<file path="src/rtl/core/jsm_pkg.sv">
// Shared types and constants for the Julia set membership block.
`timescale 1ns / 1ps

package jsm_pkg;

   localparam int IMG_WIDTH_DEF  = 1024;
   localparam int IMG_HEIGHT_DEF = 512;

   localparam int FRAC_BITS = 28;
   localparam int COL_W     = 10;
   localparam int ROW_W     = 9;
   localparam int CSR_IDX_W = 3;
   localparam int CSR_DAT_W = 32;

   localparam logic [63:0] ESCAPE_MAG = 64'd4 << (2 * FRAC_BITS);

   typedef enum logic [CSR_IDX_W-1:0] {
      CSR_MIN_X      = 3'd0,
      CSR_MAX_X      = 3'd1,
      CSR_MIN_Y      = 3'd2,
      CSR_MAX_Y      = 3'd3,
      CSR_C_RE       = 3'd4,
      CSR_C_IM       = 3'd5,
      CSR_ITER_COUNT = 3'd6,
      CSR_RADIUS     = 3'd7
   } csr_index_type;

   localparam logic [31:0] MIN_X_RST  = 32'hE800_0000;
   localparam logic [31:0] MAX_X_RST  = 32'h1800_0000;
   localparam logic [31:0] MIN_Y_RST  = 32'hE800_0000;
   localparam logic [31:0] MAX_Y_RST  = 32'h1800_0000;
   localparam logic [30:0] C_RE_RST   = 31'h7C6E_978D;
   localparam logic [30:0] C_IM_RST   = 31'h0BEB_851F;
   localparam logic [7:0]  ITER_RST   = 8'd50;
   localparam logic [29:0] RADIUS_RST = 30'h1000_0000;

   typedef struct packed {
      logic [31:0] min_x;
      logic [31:0] max_x;
      logic [31:0] min_y;
      logic [31:0] max_y;
      logic [30:0] c_re;
      logic [30:0] c_im;
      logic [7:0]  iteration_count;
      logic [29:0] radius;
   } cfg_type;

   typedef struct packed {
      logic load_pix;
      logic do_map;
      logic do_init;
      logic do_mul;
      logic do_step;
      logic do_finish;
   } cmd_type;

   typedef struct packed {
      logic esc;
      logic cnt_zero;
   } sts_type;

   function automatic logic [31:0] sat32(input logic signed [43:0] v);
      logic [31:0] r;
      if (v > 44'sd2147483647) begin
         r = 32'h7FFF_FFFF;
      end else if (v < -44'sd2147483648) begin
         r = 32'h8000_0000;
      end else begin
         r = v[31:0];
      end
      return r;
   endfunction

endpackage

</file>
<file path="src/rtl/core/jsm_ctrl.sv">
// Controller state machine sequencing mapping and iteration for one pixel at a time.
`timescale 1ns / 1ps

module jsm_ctrl (
   input  logic              clock,
   input  logic              reset,
   input  logic              req_valid,
   output logic              req_ready,
   output logic              rsp_valid,
   input  logic              rsp_ready,
   input  jsm_pkg::sts_type  sts,
   output jsm_pkg::cmd_type  cmd
);

   typedef enum logic [2:0] {
      ST_IDLE,
      ST_MAP,
      ST_INIT,
      ST_MUL,
      ST_CHK
   } state_type;

   state_type state_ff;
   state_type state_in;
   logic      rsp_valid_ff;
   logic      rsp_valid_in;
   logic      slot_free;
   logic      done;

   assign slot_free = !rsp_valid_ff || rsp_ready;
   assign done      = sts.esc || sts.cnt_zero;

   always_comb begin
      state_in = state_ff;
      cmd      = '0;
      case (state_ff)
         ST_IDLE: begin
            if (req_valid) begin
               cmd.load_pix = 1'b1;
               state_in     = ST_MAP;
            end
         end
         ST_MAP: begin
            cmd.do_map = 1'b1;
            state_in   = ST_INIT;
         end
         ST_INIT: begin
            cmd.do_init = 1'b1;
            state_in    = ST_MUL;
         end
         ST_MUL: begin
            cmd.do_mul = 1'b1;
            state_in   = ST_CHK;
         end
         ST_CHK: begin
            if (!done) begin
               cmd.do_step = 1'b1;
               state_in    = ST_MUL;
            end else if (slot_free) begin
               cmd.do_finish = 1'b1;
               state_in      = ST_IDLE;
            end
         end
         default: begin
            state_in = ST_IDLE;
         end
      endcase
   end

   always_comb begin
      rsp_valid_in = rsp_valid_ff;
      if (cmd.do_finish) begin
         rsp_valid_in = 1'b1;
      end else if (rsp_ready) begin
         rsp_valid_in = 1'b0;
      end
   end

   always_ff @(posedge clock) begin
      if (reset) begin
         state_ff     <= ST_IDLE;
         rsp_valid_ff <= 1'b0;
      end else begin
         state_ff     <= state_in;
         rsp_valid_ff <= rsp_valid_in;
      end
   end

   assign req_ready = (state_ff == ST_IDLE);
   assign rsp_valid = rsp_valid_ff;

`ifndef SYNTHESIS
   a_finish_slot_free: assert property (@(posedge clock) disable iff (reset)
      cmd.do_finish |-> (!rsp_valid_ff || rsp_ready))
      else $error("result written over an unread beat");

   a_step_only_live: assert property (@(posedge clock) disable iff (reset)
      cmd.do_step |-> (!sts.esc && !sts.cnt_zero))
      else $error("iteration after escape or count end");

   a_accept_starts_map: assert property (@(posedge clock) disable iff (reset)
      (req_valid && req_ready) |=> (state_ff == ST_MAP && !req_ready))
      else $error("accepted beat did not start mapping");

   a_finish_raises_valid: assert property (@(posedge clock) disable iff (reset)
      cmd.do_finish |=> (rsp_valid && state_ff == ST_IDLE))
      else $error("finished pixel not presented");
`endif

endmodule

</file>
<file path="config.mk">
export PLATFORM = sky130hd
export DESIGN_NAME = jsm_ctrl
export DESIGN_NICKNAME = d
export VERILOG_FILES = /design/src/rtl/core/jsm_pkg.sv /design/src/rtl/core/jsm_ctrl.sv
export SDC_FILE = /design/constraint.sdc
export NUM_CORES = 1
export LEC_CHECK = 0
export BUFFER_PORTS_ARGS = -buffer_cell sky130_fd_sc_hd__buf_2
export CORE_AREA = 4 4 41 43
export CTS_CLUSTER_SIZE = 28
export DETAILED_ROUTE_END_ITERATION = 6
export DIE_AREA = 0 0 45 47
export GPL_TIMING_DRIVEN = 0
export PLACE_DENSITY = 0.5
export SYNTH_ARGS = -nofsm -noshare
export SYNTH_HDL_FRONTEND = slang
export SYNTH_SLANG_ARGS = --single-unit
</file>
<file path="constraint.sdc">
create_clock -name clock -period 1.17 [get_ports clock]
set_input_delay 0.1755 -clock clock [delete_from_list [all_inputs] [get_ports clock]]
set_output_delay 0.1755 -clock clock [all_outputs]
set_load 0.02 [all_outputs]
</file>
## Word level (Yosys, flattened, before mapping)

Cells that the tools add are included.

- Output and inout bits: 8
- Bits of input ports: 6
- Bits in registers: 4
- Logic and storage cells: 29

- Reductions and logical operators: 6
- Mux-type cells: 15
- Eq/ne operators: 6

Operator list:

| cell | number |
|---|---|
| $pmux 3 s5 | 1 |
| $mux 1 | 10 |
| $mux 3 | 3 |
| $eq 3x2->1 const B | 2 |
| $eq 3x1->1 const B | 1 |
| $eq 3x3->1 const B | 1 |
| $logic_not 3->1 | 1 |
| $ne 3x3->1 const B | 1 |
| $logic_or 1x1->1 | 2 |
| $mux 2 | 1 |
| $ne 2x2->1 const B | 1 |
| $reduce_and 2->1 | 1 |
| $reduce_bool 2->1 | 1 |
| $logic_not 1->1 | 1 |

## Longest topological paths before layout

- Depth in word-level cells: 6
- Depth in mapped cells: 4
- Depth with buffers taken out: 2

## Worst setup path before layout

OpenSTA, ideal clock, no wires.

- Path kind: register to output
- From: register state_ff[2]
- To: output cmd[5] in the netlist's numbering
- Slack: -0.300 ns
- Data required time: 0.995 ns
- Arrival: 1.295 ns
- Stages on the path, launching flop included: 4
- Buffers on the path: 1
- Cells stage by stage: dfxtp_1 buf_4 nor3_1 and2_1

RTL lines:

| what | line | RTL |
|---|---|---|
| from (decl) | jsm_ctrl.sv:23 | `state_type state_ff;` |
| from (signal assigned) | jsm_ctrl.sv:84 | `state_ff <= state_in;` |
| to (decl) | jsm_ctrl.sv:12 | `output jsm_pkg::cmd_type cmd` |

==> flow_metrics.tcl <==
set metrics [dict create \
    grt_util_all_layers_pct 8.617 \
    drt-initial-drc-count 2 \
    cts.path.max_buffers 2 \
    cts.clk_slew.worst_paths_ps 40 \
    p_sw_mw 0.1693 \
    maxSlewViolCount 0 \
    hold_viol 0 \
    slowest_delay_ps 410 \
    synthFlopType "dfxtp_1" \
    n_antenna_cell 0 \
    synth_largest_area_cell "dfxtp_1" \
    skew_ps 7.790 \
    yosysMostFrequentCell "dfxtp_1" \
    grt_pass1_wl_mm 1.248 \
    placed_area_um2 387.9 \
    cp_data_arrival_time_ps 1280 \
    ir_drop_mv 0.6618 \
    ys_top_cells_by_count "4 x dfxtp_1, 3 x buf_4, 3 x nor2_1, 3 x nor3_1, 2 x nor3b_1" \
    tightestPinTransition_ps 251.4 \
    async_flop_share_pct 0 \
    syn-num-nets 37 \
    combPwrFrac_pct 41.4 \
    grt_overflow 0 \
    path_class "flop to output pin" \
    clock_power_share_pct 30.8 \
    die_y_um 47 \
    drt-total-wl_um 755 \
    io_pins 14 \
    dp_hpwl_um 508.4 \
    synth_top_area_share_pct 28.83 \
    cap_viol_max_count 0 \
    maxSlewHeadroom_pct 83.01 \
    power_density_nw_per_um2 1067 \
    cts_made_buffers 3 \
    power_frac_seq_pct 27.8 \
    worst_ep_required_time_ps 990 \
    cts_hold_buf 0 \
    wl_per_cell_um 11.10 \
    synth_seq_area_share_pct 28.83 \
    yosysUniqueCellTypes 21 \
    initial_core_util_pct 21.35 \
    dr.pass1.iters 2 \
    rsz0062_at_grt "yes" \
    htree_levels 1 \
    syn2layout_area_growth_pct 89.64 \
    viasPerCell 4.588 \
    crit_path_cell_trace "or3b_4 > buf_6 > nor2_4 > buf_6" \
    critPathSlowestCell "or3b_4" \
    ant_nets 0 \
    violations "negative setup slack" \
    place_congestion 0.6548 \
    worst-path-buf-inv 2 \
    status "finished, violations left" \
    coreArea_um2 1301 \
    ys_ff_latch 4 \
    leakage_nw 0.2367 \
    cts.sinks 4 \
    root_buffer "clkbuf_4" \
    fmax_mhz 684.9 \
    syn_inst 31 \
    rows 13 \
    fin_setup_tns_ps -1314 \
    nNetsFinal 61 \
    setup_ws_ps -290.1 \
    min_period_ps 1460 \
    portBuffers 13 \
    crit_family "simple AND/OR/NAND/NOR gates" \
    crit_top_cell "buf_6" \
    syn_area_um2 277.8 \
    internal_power_mw 0.3925 \
    grt_max_degree 9 \
    dieArea_um2 2115 \
    crit_path_max_fanout 4 \
    cp-start-kind "flop" \
    synth-edff-count 0 \
    syn_area_per_cell_um2 8.960 \
    die_w_um 45 \
    holdCritPathClass "input port to flop" \
    yosys_warnings 0 \
    end_kind "output pin" \
    final_area_um2 526.8 \
    vias 312 \
    clk-insertion-delay-late_ps 240 \
    first_global_vias 288 \
    antenna_found_initial 0 \
    switching_share_pct 30.14 \
    setup_violations 8 \
    finalCritPeriodShare_pct 124.8 \
    cts_tree "done" \
    drc 0 \
    ys_top_cells_by_area "dfxtp_1 29%, buf_4 8.1%, nor3_1 5.4%" \
    drive_gt1_share_pct 73.58 \
]
## layout by cell type, fill, tap and decap left out, types with 2 or more instances in the layout
master | netlist | final
buf_2 | 0 | 6
dfxtp_2 | 0 | 3
nor2_1 | 3 | 2
buf_6 | 1 | 10
clkbuf_4 | 0 | 3
buf_4 | 3 | 7
## area by class of cell
type                       count  area, µm²
fill                         139      774.5
tap                           15      18.77
multi-input combinational     22      202.7
timing repair buffer          23      195.2
sequential                     4      83.83
clock buffer                   3      22.52
inverter                       1      3.754
## path summary, 6_finish.rpt
kind              slack (ps)     endpoint        start  depth (start not counted)
setup / recovery        -290       cmd[1]  state_ff[2]                          4
setup reg to reg         -10  state_ff[2]  state_ff[2]                          5
hold / removal           210  state_ff[0]        reset                          2
hold reg to reg          550  state_ff[0]  state_ff[0]                          2
## state kept, by name, summed over array words and instances, names as in the netlist
register,flops
state_ff,3
rsp_valid,1
## power by group through the flow
stage	clock (mW)	combinational (mW)	sequential [mW]
5_1_grt	0.189	0.251	0.157
3_5_place_dp	0	0.165	0.153
4_1_cts	0.179	0.214	0.151
3_3_place_gp	0	0.164	0.153
2_1_floorplan	0	0.118	0.154
6_report	0.173	0.233	0.156
## repair_timing
| action | CTS | global route |
|---|---|---|
| setup endpoints to repair | 7 | 9 |
| pin swaps | 4 | 7 |
| gates resized for setup | 16 | 9 |
| setup buffers | 6 | 4 |
## through the flow
| stage | total power [mW] | setup slack, ps | util (%) | cells | hold slack [ps] |
|---|---|---|---|---|---|
| 2_1_floorplan | 0.2714 | -89.07 | - | 31 | 253.1 |
| 3_3_place_gp | 0.3173 | -234.0 | 29.81 | 59 | 458.9 |
| 3_5_place_dp | 0.3181 | -244.2 | 29.81 | 59 | 458.8 |
| 4_1_cts | 0.5443 | -411.4 | 38.65 | 67 | 211.9 |
| 5_1_grt | 0.5976 | -349.6 | 40.48 | 68 | 212.0 |
| 6_report | 0.5618 | -290.1 | 40.48 | 68 | 210.3 |
## cell families after synthesis
family                    Yosys count  synth area share (%)
AOI/OAI and AO/OA                   4                 14.41
buffers and inverters               5                 13.51
DFF                                 4                 28.83
xor gates and xnor gates            1                 3.154
and+or+nand+nor                    17                 40.09
## routing by layer
metal | track usage, % | vias up | share of wire, %
li1 | - | 157 | -
met3 | 4.215 | 2 | 6.5
met5 | 0 | - | 0
met2 | 12.15 | 9 | 48
met4 | 7.018 | 0 | 0.53
met1 | 9.795 | 144 | 44
(Power assumes the default switching activity.)
