## config.mk

```make
export PLATFORM = sky130hd
export DESIGN_NAME = jsm_regs
export DESIGN_NICKNAME = d
export VERILOG_FILES = /design/src/rtl/core/jsm_pkg.sv /design/src/rtl/core/jsm_regs.sv
export SDC_FILE = /design/constraint.sdc
export NUM_CORES = 1
export LEC_CHECK = 0
export ABC_AREA = 0
export BUFFER_PORTS_ARGS = -buffer_cell sky130_fd_sc_hd__buf_2
export CAP_MARGIN = 0
export CORE_ASPECT_RATIO = 0.9
export CORE_UTILIZATION = 30
export CTS_BUF_LIST = sky130_fd_sc_hd__clkbuf_16
export CTS_CLUSTER_SIZE = 25
export DETAILED_ROUTE_END_ITERATION = 12
export SLEW_MARGIN = 25
export SYNTH_ARGS = -nofsm -noshare
export SYNTH_HDL_FRONTEND = slang
export SYNTH_SLANG_ARGS = --single-unit
```

## constraint.sdc

```tcl
create_clock -name clock -period 3.15 [get_ports clock]
set_clock_uncertainty 0.1 [all_clocks]
set_input_delay 0.315 -clock clock [delete_from_list [all_inputs] [get_ports clock]]
set_output_delay 0.315 -clock clock [all_outputs]
set_load 0.05 [all_outputs]
```

## src/rtl/core/jsm_pkg.sv

```systemverilog
// Shared types and constants for the Julia set membership block.
`timescale 1ns / 1ps

package jsm_pkg;

   localparam int IMG_WIDTH_DEF  = 1024;
   localparam int IMG_HEIGHT_DEF = 512;

   localparam int FRAC_BITS = 28;
   localparam int COL_W     = 10;
   localparam int ROW_W     = 9;
   localparam int CSR_IDX_W = 3;
   localparam int CSR_DAT_W = 32;

   localparam logic [63:0] ESCAPE_MAG = 64'd4 << (2 * FRAC_BITS);

   typedef enum logic [CSR_IDX_W-1:0] {
      CSR_MIN_X      = 3'd0,
      CSR_MAX_X      = 3'd1,
      CSR_MIN_Y      = 3'd2,
      CSR_MAX_Y      = 3'd3,
      CSR_C_RE       = 3'd4,
      CSR_C_IM       = 3'd5,
      CSR_ITER_COUNT = 3'd6,
      CSR_RADIUS     = 3'd7
   } csr_index_type;

   localparam logic [31:0] MIN_X_RST  = 32'hE800_0000;
   localparam logic [31:0] MAX_X_RST  = 32'h1800_0000;
   localparam logic [31:0] MIN_Y_RST  = 32'hE800_0000;
   localparam logic [31:0] MAX_Y_RST  = 32'h1800_0000;
   localparam logic [30:0] C_RE_RST   = 31'h7C6E_978D;
   localparam logic [30:0] C_IM_RST   = 31'h0BEB_851F;
   localparam logic [7:0]  ITER_RST   = 8'd50;
   localparam logic [29:0] RADIUS_RST = 30'h1000_0000;

   typedef struct packed {
      logic [31:0] min_x;
      logic [31:0] max_x;
      logic [31:0] min_y;
      logic [31:0] max_y;
      logic [30:0] c_re;
      logic [30:0] c_im;
      logic [7:0]  iteration_count;
      logic [29:0] radius;
   } cfg_type;

   typedef struct packed {
      logic load_pix;
      logic do_map;
      logic do_init;
      logic do_mul;
      logic do_step;
      logic do_finish;
   } cmd_type;

   typedef struct packed {
      logic esc;
      logic cnt_zero;
   } sts_type;

   function automatic logic [31:0] sat32(input logic signed [43:0] v);
      logic [31:0] r;
      if (v > 44'sd2147483647) begin
         r = 32'h7FFF_FFFF;
      end else if (v < -44'sd2147483648) begin
         r = 32'h8000_0000;
      end else begin
         r = v[31:0];
      end
      return r;
   endfunction

endpackage

```

## src/rtl/core/jsm_regs.sv

```systemverilog
// Configuration register file for the Julia set membership block.
`timescale 1ns / 1ps

module jsm_regs (
   input  logic                              clock,
   input  logic                              reset,
   input  logic                              csr_we,
   input  logic [jsm_pkg::CSR_IDX_W-1:0]     csr_index,
   input  logic [jsm_pkg::CSR_DAT_W-1:0]     csr_wdata,
   output jsm_pkg::cfg_type                  cfg
);

   jsm_pkg::cfg_type cfg_ff;
   jsm_pkg::cfg_type cfg_in;

   always_comb begin
      cfg_in = cfg_ff;
      if (csr_we) begin
         case (jsm_pkg::csr_index_type'(csr_index))
            jsm_pkg::CSR_MIN_X:      cfg_in.min_x = csr_wdata;
            jsm_pkg::CSR_MAX_X:      cfg_in.max_x = csr_wdata;
            jsm_pkg::CSR_MIN_Y:      cfg_in.min_y = csr_wdata;
            jsm_pkg::CSR_MAX_Y:      cfg_in.max_y = csr_wdata;
            jsm_pkg::CSR_C_RE:       cfg_in.c_re = csr_wdata[30:0];
            jsm_pkg::CSR_C_IM:       cfg_in.c_im = csr_wdata[30:0];
            jsm_pkg::CSR_ITER_COUNT: cfg_in.iteration_count = csr_wdata[7:0];
            jsm_pkg::CSR_RADIUS:     cfg_in.radius = csr_wdata[29:0];
            default:                 cfg_in = cfg_ff;
         endcase
      end
   end

   always_ff @(posedge clock) begin
      if (reset) begin
         cfg_ff.min_x           <= jsm_pkg::MIN_X_RST;
         cfg_ff.max_x           <= jsm_pkg::MAX_X_RST;
         cfg_ff.min_y           <= jsm_pkg::MIN_Y_RST;
         cfg_ff.max_y           <= jsm_pkg::MAX_Y_RST;
         cfg_ff.c_re            <= jsm_pkg::C_RE_RST;
         cfg_ff.c_im            <= jsm_pkg::C_IM_RST;
         cfg_ff.iteration_count <= jsm_pkg::ITER_RST;
         cfg_ff.radius          <= jsm_pkg::RADIUS_RST;
      end else begin
         cfg_ff <= cfg_in;
      end
   end

   assign cfg = cfg_ff;

endmodule

```

== Word-level counts from Yosys, hierarchy flattened ==
Index checks and enable logic that the tools add are counted.

* Bits in registers: 228
* Input port bits: 38
* Output and inout bits: 228
* Word-level logic and storage cells: 24

* Eq/ne operators: 7
* Reduce and logical (&&, ||, !) cells: 9

{| class="wikitable"
|+ Operator list
! kind !! number
|-
| AND reduction 2 bit || 8
|-
| equality test 3 bit, second input constant || 4
|-
| equality test 3 x 2 -> 1 bit, second input constant || 2
|-
| equality test 3 x 1 -> 1 bit, second input constant || 1
|-
| zero test 3 bit || 1
|}

== Depth between registers and ports, before layout ==
Gate-level depths: netlist (run 1).

* Depth after elaboration: 2
* Mapped depth: 6
* Depth with buffers taken out: 2

== Worst setup path before layout (run 1) ==
No wires, ideal clock.

* Path type: input-to-reg
* Start point: in csr_index[2] in the netlist's numbering
* End point: reg cfg_ff (netlist bit cfg[223])
* Library setup time: 131 ps
* Arrival: 1,342 ps
* Data required time: 2,919 ps
* Setup slack: 1,577 ps
* Stages: 5
* Path buffers: 3
* Path through: buf_2 or4b_1 buf_4 buf_6 mux2i_1

* Word-level cells in the longest chain between the ends: 2

{| class="wikitable"
|+ RTL lines
! what !! line !! text
|-
| start, declared || jsm_regs.sv:8 || <nowiki>input logic [jsm_pkg::CSR_IDX_W-1:0] csr_index,</nowiki>
|-
| zero test 3 bit || jsm_regs.sv:19 || <nowiki>case (jsm_pkg::csr_index_type'(csr_index))</nowiki>
|-
| AND reduction 2 bit (no source line) || n/a ||
|-
| end signal, assigned || jsm_regs.sv:44 || <nowiki>cfg_ff <= cfg_in;</nowiki>
|-
| end, declared || jsm_regs.sv:13 || <nowiki>jsm_pkg::cfg_type cfg_ff;</nowiki>
|}

Every way passes these cells.
A chain may end at the register's enable or synchronous reset.

== Worst setup path in the final report (run 1) ==
* Start point: reg cfg_ff (netlist bit cfg[195])
* End point: out cfg[195] in the netlist's numbering

{| class="wikitable"
|+ RTL lines
! what !! line !! text
|-
| end, declared || jsm_regs.sv:10 || <nowiki>output jsm_pkg::cfg_type cfg</nowiki>
|}

No word-level cell between the ends.

==> impl_metrics.tcl, run 1 <==
set metrics [dict create \
    start_util 0.306 \
    leakagePower_nw 5.94 \
    grtUsageMet2 0.269 \
    final_util 0.404 \
    cpLargestDelayFamily "flip-flops" \
    critical_path_buf_inv_count 1 \
    design.portCount 266 \
    drtIter0Drc 227 \
    synth_nets 857 \
    tightest_slew_ns 0.979 \
    crit_path_end "cfg[195]" \
    fin_area_um2 11700 \
    powerDensity_nw_per_um2 567 \
    ys_seq_elements 228 \
    synth-simple-area-share 0.193 \
    yosys_warnings 0 \
    clkSinkCount 228 \
    ys_top_cells_by_area "dfxtp_1 52%, mux2i_1 26%, nand2b_1 15%, nor2_1 3.3%, clkbuf_1 1.4%" \
    worstPathMaxFanout 2 \
    clk_latency_ns 0.52 \
    hold_path.class "in -> reg" \
    dr.pass1.iters 4 \
    postCtsSetupRepairBufs 0 \
    rsz0062_at_grt "no" \
    placed_cells 1435 \
    die-area_um2 30200 \
    r2r_slack_ns 2.41 \
    synth-edff-count 0 \
    grt_pass1_vias 6525 \
    placementRows 59 \
    dp_hpwl_mm 17.7 \
    numPortBuffers 265 \
    track_usage 0.166 \
    met3_usage 0.0448 \
    cts_buffers 26 \
    vias_per_cell 4.36 \
    fp.dieW_um 183 \
    rr_endpoint "cfg[99]$_SDFFE_PP1P_" \
    crit_slowest_cell "dfxtp_1" \
    synth_ff_type "dfxtp_1" \
    instances_no_fill 1504 \
    nNetsFinal 1128 \
    ys_types 16 \
    r2r_cells 2 \
    area_growth_pct 32.1 \
    max_freq_ghz 0.621 \
    fin_setup_tns_ns 0 \
    largest_reg_flops 228 \
    post-route-drc-count 0 \
    synth_xor_area_frac 0 \
    synthAdderAreaFrac 0 \
    critPathArrivalTime_ns 1.20 \
    final-setup-viol-count 0 \
    vdd_drop_max_uv 353 \
    drt_wl_total_mm 25.7 \
    fin_crit_sh 0.511 \
    yosysSeqAreaShare 0.515 \
    cp-startpoint "cfg[195]$_SDFFE_PP0P_" \
    drive_above_1_share 0.293 \
    h-tree-depth 1 \
    ant_nets 0 \
    grt_max_degree 83 \
    total_power_mw 6.63 \
    met1_usage 0.216 \
    final.fill_count 2927 \
    gr-total-overflow 0 \
    synth_top_cell_by_area "dfxtp_1" \
    hold_viol 0 \
    timing_max_transition_violations_final 0 \
    max_stage_delay_ns 0.38 \
    globalplace.congestion 0.784 \
    status "completed" \
    cp-end-kind "output pin" \
    period_needed_ns 1.61 \
    criticalPathCategory "reg -> out" \
    grt_antenna_before_repair 0 \
    synth_compound_area_frac 0 \
    wl_per_cell_um 17.1 \
    r2r_start "cfg[99]$_SDFFE_PP1P_" \
    cap_violations 0 \
    slew_headroom 0.346 \
    core-area_um2 28900 \
    grt_pass1_wl_mm 38.6 \
    required_ns 2.73 \
    cp-start-kind "flop" \
    yosysTopAreaCellShare 0.515 \
    synthMuxAreaShare 0.258 \
    cts_tree "built" \
    worst-path-stages 1 \
    synth_cells 819 \
    placed_cell_area_um2 10600 \
    ys_async_sr_fraction 0 \
    die_y_um 165 \
    synth_top_family_by_area "multiplexers" \
    clock_path_buffers 3 \
    vias 6554 \
    synth_common_cells "228 x dfxtp_1, 228 x mux2i_1, 208 x nand2b_1" \
    busiest_layer "met2" \
    syn_area_per_cell_um2 10.8 \
    clk_pin_slew_ns 0.06 \
    num_antenna_cells 0 \
    syn-cell-area_um2 8860 \
    cts-root-buf "clkbuf_16" \
    cp_cell_sequence "buf_2" \
]
routing by layer:
metal / up-vias / wire [um]
li1: 3238 / -
met1: 3080 / 11900
met2: 201 / 11500
met3: 35 / 1770
met4: 0 / 572
met5: - / 0
cell families after synthesis:
logic type | after synthesis
multiplexers | 228
AND/OR/NAND/NOR | 299
buffers and inverters | 64
flip-flops | 228
where the power goes:
part	internal (mW)	leakage [nW]	total, mW	switching, mW
clock	1.78	0.427	2.98	1.20
combinational	0.210	3.67	0.663	0.452
sequential	2.95	1.85	2.98	0.0326
area by class of cell:
type	count	area, um2	area share
sequential	228	4560	0.390
clock buffer	27	676	0.0578
timing repair buffer	307	1740	0.149
clock inverter	19	164	0.0140
tap	396	495	0.0424
multi-input combinational	527	4050	0.347
worst min path at each step:
stage	start	endpoint	slack [ns]	depth (start not counted)
finish	csr_wdata[10]	cfg[48]$_SDFFE_PP1P_	0.02	3
global route	csr_wdata[0]	cfg[69]$_SDFFE_PP1P_	0.02	3
CTS	csr_wdata[10]	cfg[48]$_SDFFE_PP1P_	0.0002	3
detailed placement	cfg[202]$_SDFFE_PP0P_	cfg[202]$_SDFFE_PP0P_	0.36	2
global placement	cfg[193]$_SDFFE_PP0P_	cfg[193]$_SDFFE_PP0P_	0.36	2
floorplan	csr_wdata[27]	cfg[27]$_SDFFE_PP0P_	0.37	2
what timing repair did:
action	in CTS	in global routing
hold endpoints to repair	35	0
resized for setup	0	0
setup endpoints to repair	0	0
hold buffers	23	0
cells in the final DEF (no fill, tap or decap), drive strengths merged:
cell,n
nand4,1
nor4bb,2
bufinv,3
nor2,79
clkbuf,27
dfxtp,228
nand4bb,3
dlygate4sd3,23
buf,284
nand2b,208
and4b,1
mux2i,228
nand4b,3
clkinv,6
nor4b,1
or4b,1
inv,7
clkinvlp,3
stage by stage:
step           hold slack [ns]  setup WS, ns
2_1_floorplan            0.367          1.58
3_3_place_gp             0.356          1.09
3_5_place_dp             0.358          1.08
4_1_cts               0.000207          1.49
5_1_grt                 0.0229          1.48
6_report                0.0234          1.54
worst register-to-register path, delay by kind of cell (launching register included):
| family | cells | cell delay, ns |
|---|---|---|
| simple gates | 1 | 0.11 |
| flops | 1 | 0.31 |
| mux | 1 | 0.08 |
(Power assumes the default switching activity.)
==> run 2: changes to the inputs <==
- clock period: 3.15 -> 1.5 ns (I/O delays scaled with it)
==> run 2 against run 1 <==
- utilization up 1.4 points
- critical path depth did not move
- final area is 3.4% higher
- sequential share of layout area shrank 1.3 points
- worst hold slack worse by 0.019 ns
- largest cell class unchanged
- highest routed layer unchanged
==> impl_metrics.tcl, run 2 (synthesis gave the netlist of run 1 again) <==
set metrics [dict create \
    start_util 0.306 \
    final_cell_mix "264 x buf_2, 228 x mux2i_1, 228 x dfxtp_1" \
    die-area_um2 30200 \
    clock_path_buffers 3 \
    fin_setup_tns_ns 0 \
    clk_pin_slew_ns 0.06 \
    fin_area_um2 12100 \
    hold_ws_ns 0.00390 \
    timing_max_transition_violations_final 0 \
    setup_slack_ns 0.0511 \
    drt_wl_total_mm 26.3 \
    worst-path-stages 1 \
    cts_tree "built" \
    max_stage_delay_ns 0.37 \
    clk_latency_ns 0.52 \
    hold_end "cfg[58]$_SDFFE_PP0P_" \
    grt_antenna_before_repair 0 \
    rsz0062_at_grt "no" \
    largest_reg_flops 228 \
    vdd_drop_max_uv 812 \
    tightest_slew_ns 0.451 \
    r2r_cells 2 \
    max_freq_ghz 0.690 \
    dr.pass1.iters 6 \
    cts_buffers 26 \
    cts-root-buf "clkbuf_16" \
    period_needed_ns 1.45 \
    fp.dieW_um 183 \
    h-tree-depth 1 \
    post-route-drc-count 0 \
    drive_above_1_share 0.308 \
    vias 6728 \
    placementRows 59 \
    final_util 0.418 \
    rr_endpoint "cfg[221]$_SDFFE_PP0P_" \
    critical_path_buf_inv_count 1 \
    hold_viol 0 \
    final_common_cell "buf_2" \
    num_antenna_cells 0 \
    required_ns 1.25 \
    numPortBuffers 265 \
    whs_path_depth 3 \
    crit_slowest_cell "dfxtp_1" \
    place_ws_ns 0.00826 \
    hold_path.class "in -> reg" \
    vias_per_cell 4.37 \
    powerDensity_nw_per_um2 1160 \
    globalplace.congestion 0.764 \
    cp_cell_sequence "buf_2" \
    die_y_um 165 \
    cap_violations 0 \
    placed_cell_area_um2 10900 \
    cp-end-kind "output pin" \
    status "completed" \
    fin_crit_sh 0.966 \
    gr-total-overflow 0 \
    track_usage 0.171 \
    grt_pass1_vias 6914 \
    cpLargestDelayFamily "flip-flops" \
    worstPathMaxFanout 2 \
    leakagePower_nw 6.15 \
    final-setup-viol-count 0 \
    slew_headroom 0.699 \
    hold_start "csr_wdata[20]" \
    final.fill_count 2873 \
    grt_max_degree 43 \
    core-area_um2 28900 \
    wl_per_cell_um 17.1 \
    area_growth_pct 36.5 \
    nNetsFinal 1163 \
    grt_pass1_wl_mm 40.1 \
    design.portCount 266 \
    ant_nets 0 \
    criticalPathCategory "reg -> out" \
    drtIter0Drc 228 \
    dp_hpwl_mm 18.4 \
    clkSinkCount 228 \
    critPathArrivalTime_ns 1.20 \
    cp-start-kind "flop" \
    r2r_slack_ns 0.75 \
    r2r_start "cfg[221]$_SDFFE_PP0P_" \
]
==> run 2: power breakdown <==
part	internal [mW]	total, mW	switching, mW
Clock	3.74	6.31	2.57
Sequential	6.19	6.26	0.0707
Combinational	0.507	1.47	0.967
==> run 2: metal layers <==
layer / up-vias / global-route usage / share of wire
met5: - / 0 / 0
met4: 0 / 0.0542 / 0.027
met3: 41 / 0.0542 / 0.079
met2: 207 / 0.269 / 0.44
met1: 3166 / 0.223 / 0.46
li1: 3314 / - / -
==> run 2: layout make-up <==
cell class / instances / area [um2] / area share
Clock buffer: 27 / 676 / 0.0559
Tap cell: 396 / 495 / 0.0410
Clock inverter: 19 / 163 / 0.0135
Multi-Input combinational cell: 527 / 4050 / 0.335
Timing Repair Buffer: 342 / 2140 / 0.177
Sequential cell: 228 / 4560 / 0.377
==> run 2: worst min-delay path: cells and delay by family <==
family	cells	cell delay, ns
buffers and inverters	1	0.07
and+or+nand+nor	1	0.19
muxes	1	0.18
==> run 2: worst max path at each step <==
| stage | startpoint | endpoint |
|---|---|---|
| floorplan | csr_index[2] | cfg[223]$_SDFFE_PP1P_ |
| global placement | csr_we | cfg[219]$_SDFFE_PP0P_ |
| detailed placement | csr_we | cfg[221]$_SDFFE_PP0P_ |
| CTS | cfg[38]$_SDFFE_PP1P_ | cfg[38] |
| global route | reset | cfg[201]$_SDFFE_PP0P_ |
| finish | cfg[195]$_SDFFE_PP0P_ | cfg[195] |
==> run 2: repair_timing <==
item	4_1_cts	5_1_grt
gates resized for setup	0	1
endpoints found under the setup margin	0	3
setup buffers	0	0
hold buffers	31	0
hold endpoints to repair	135	0
==> run 2: stage by stage <==
step | cells | power (mW)
finish | 1539 | 14.0
global route | 1539 | 14.5
CTS | 1539 | 14.2
detailed placement | 1462 | 7.82
global placement | 1462 | 7.81
floorplan | 819 | 7.35
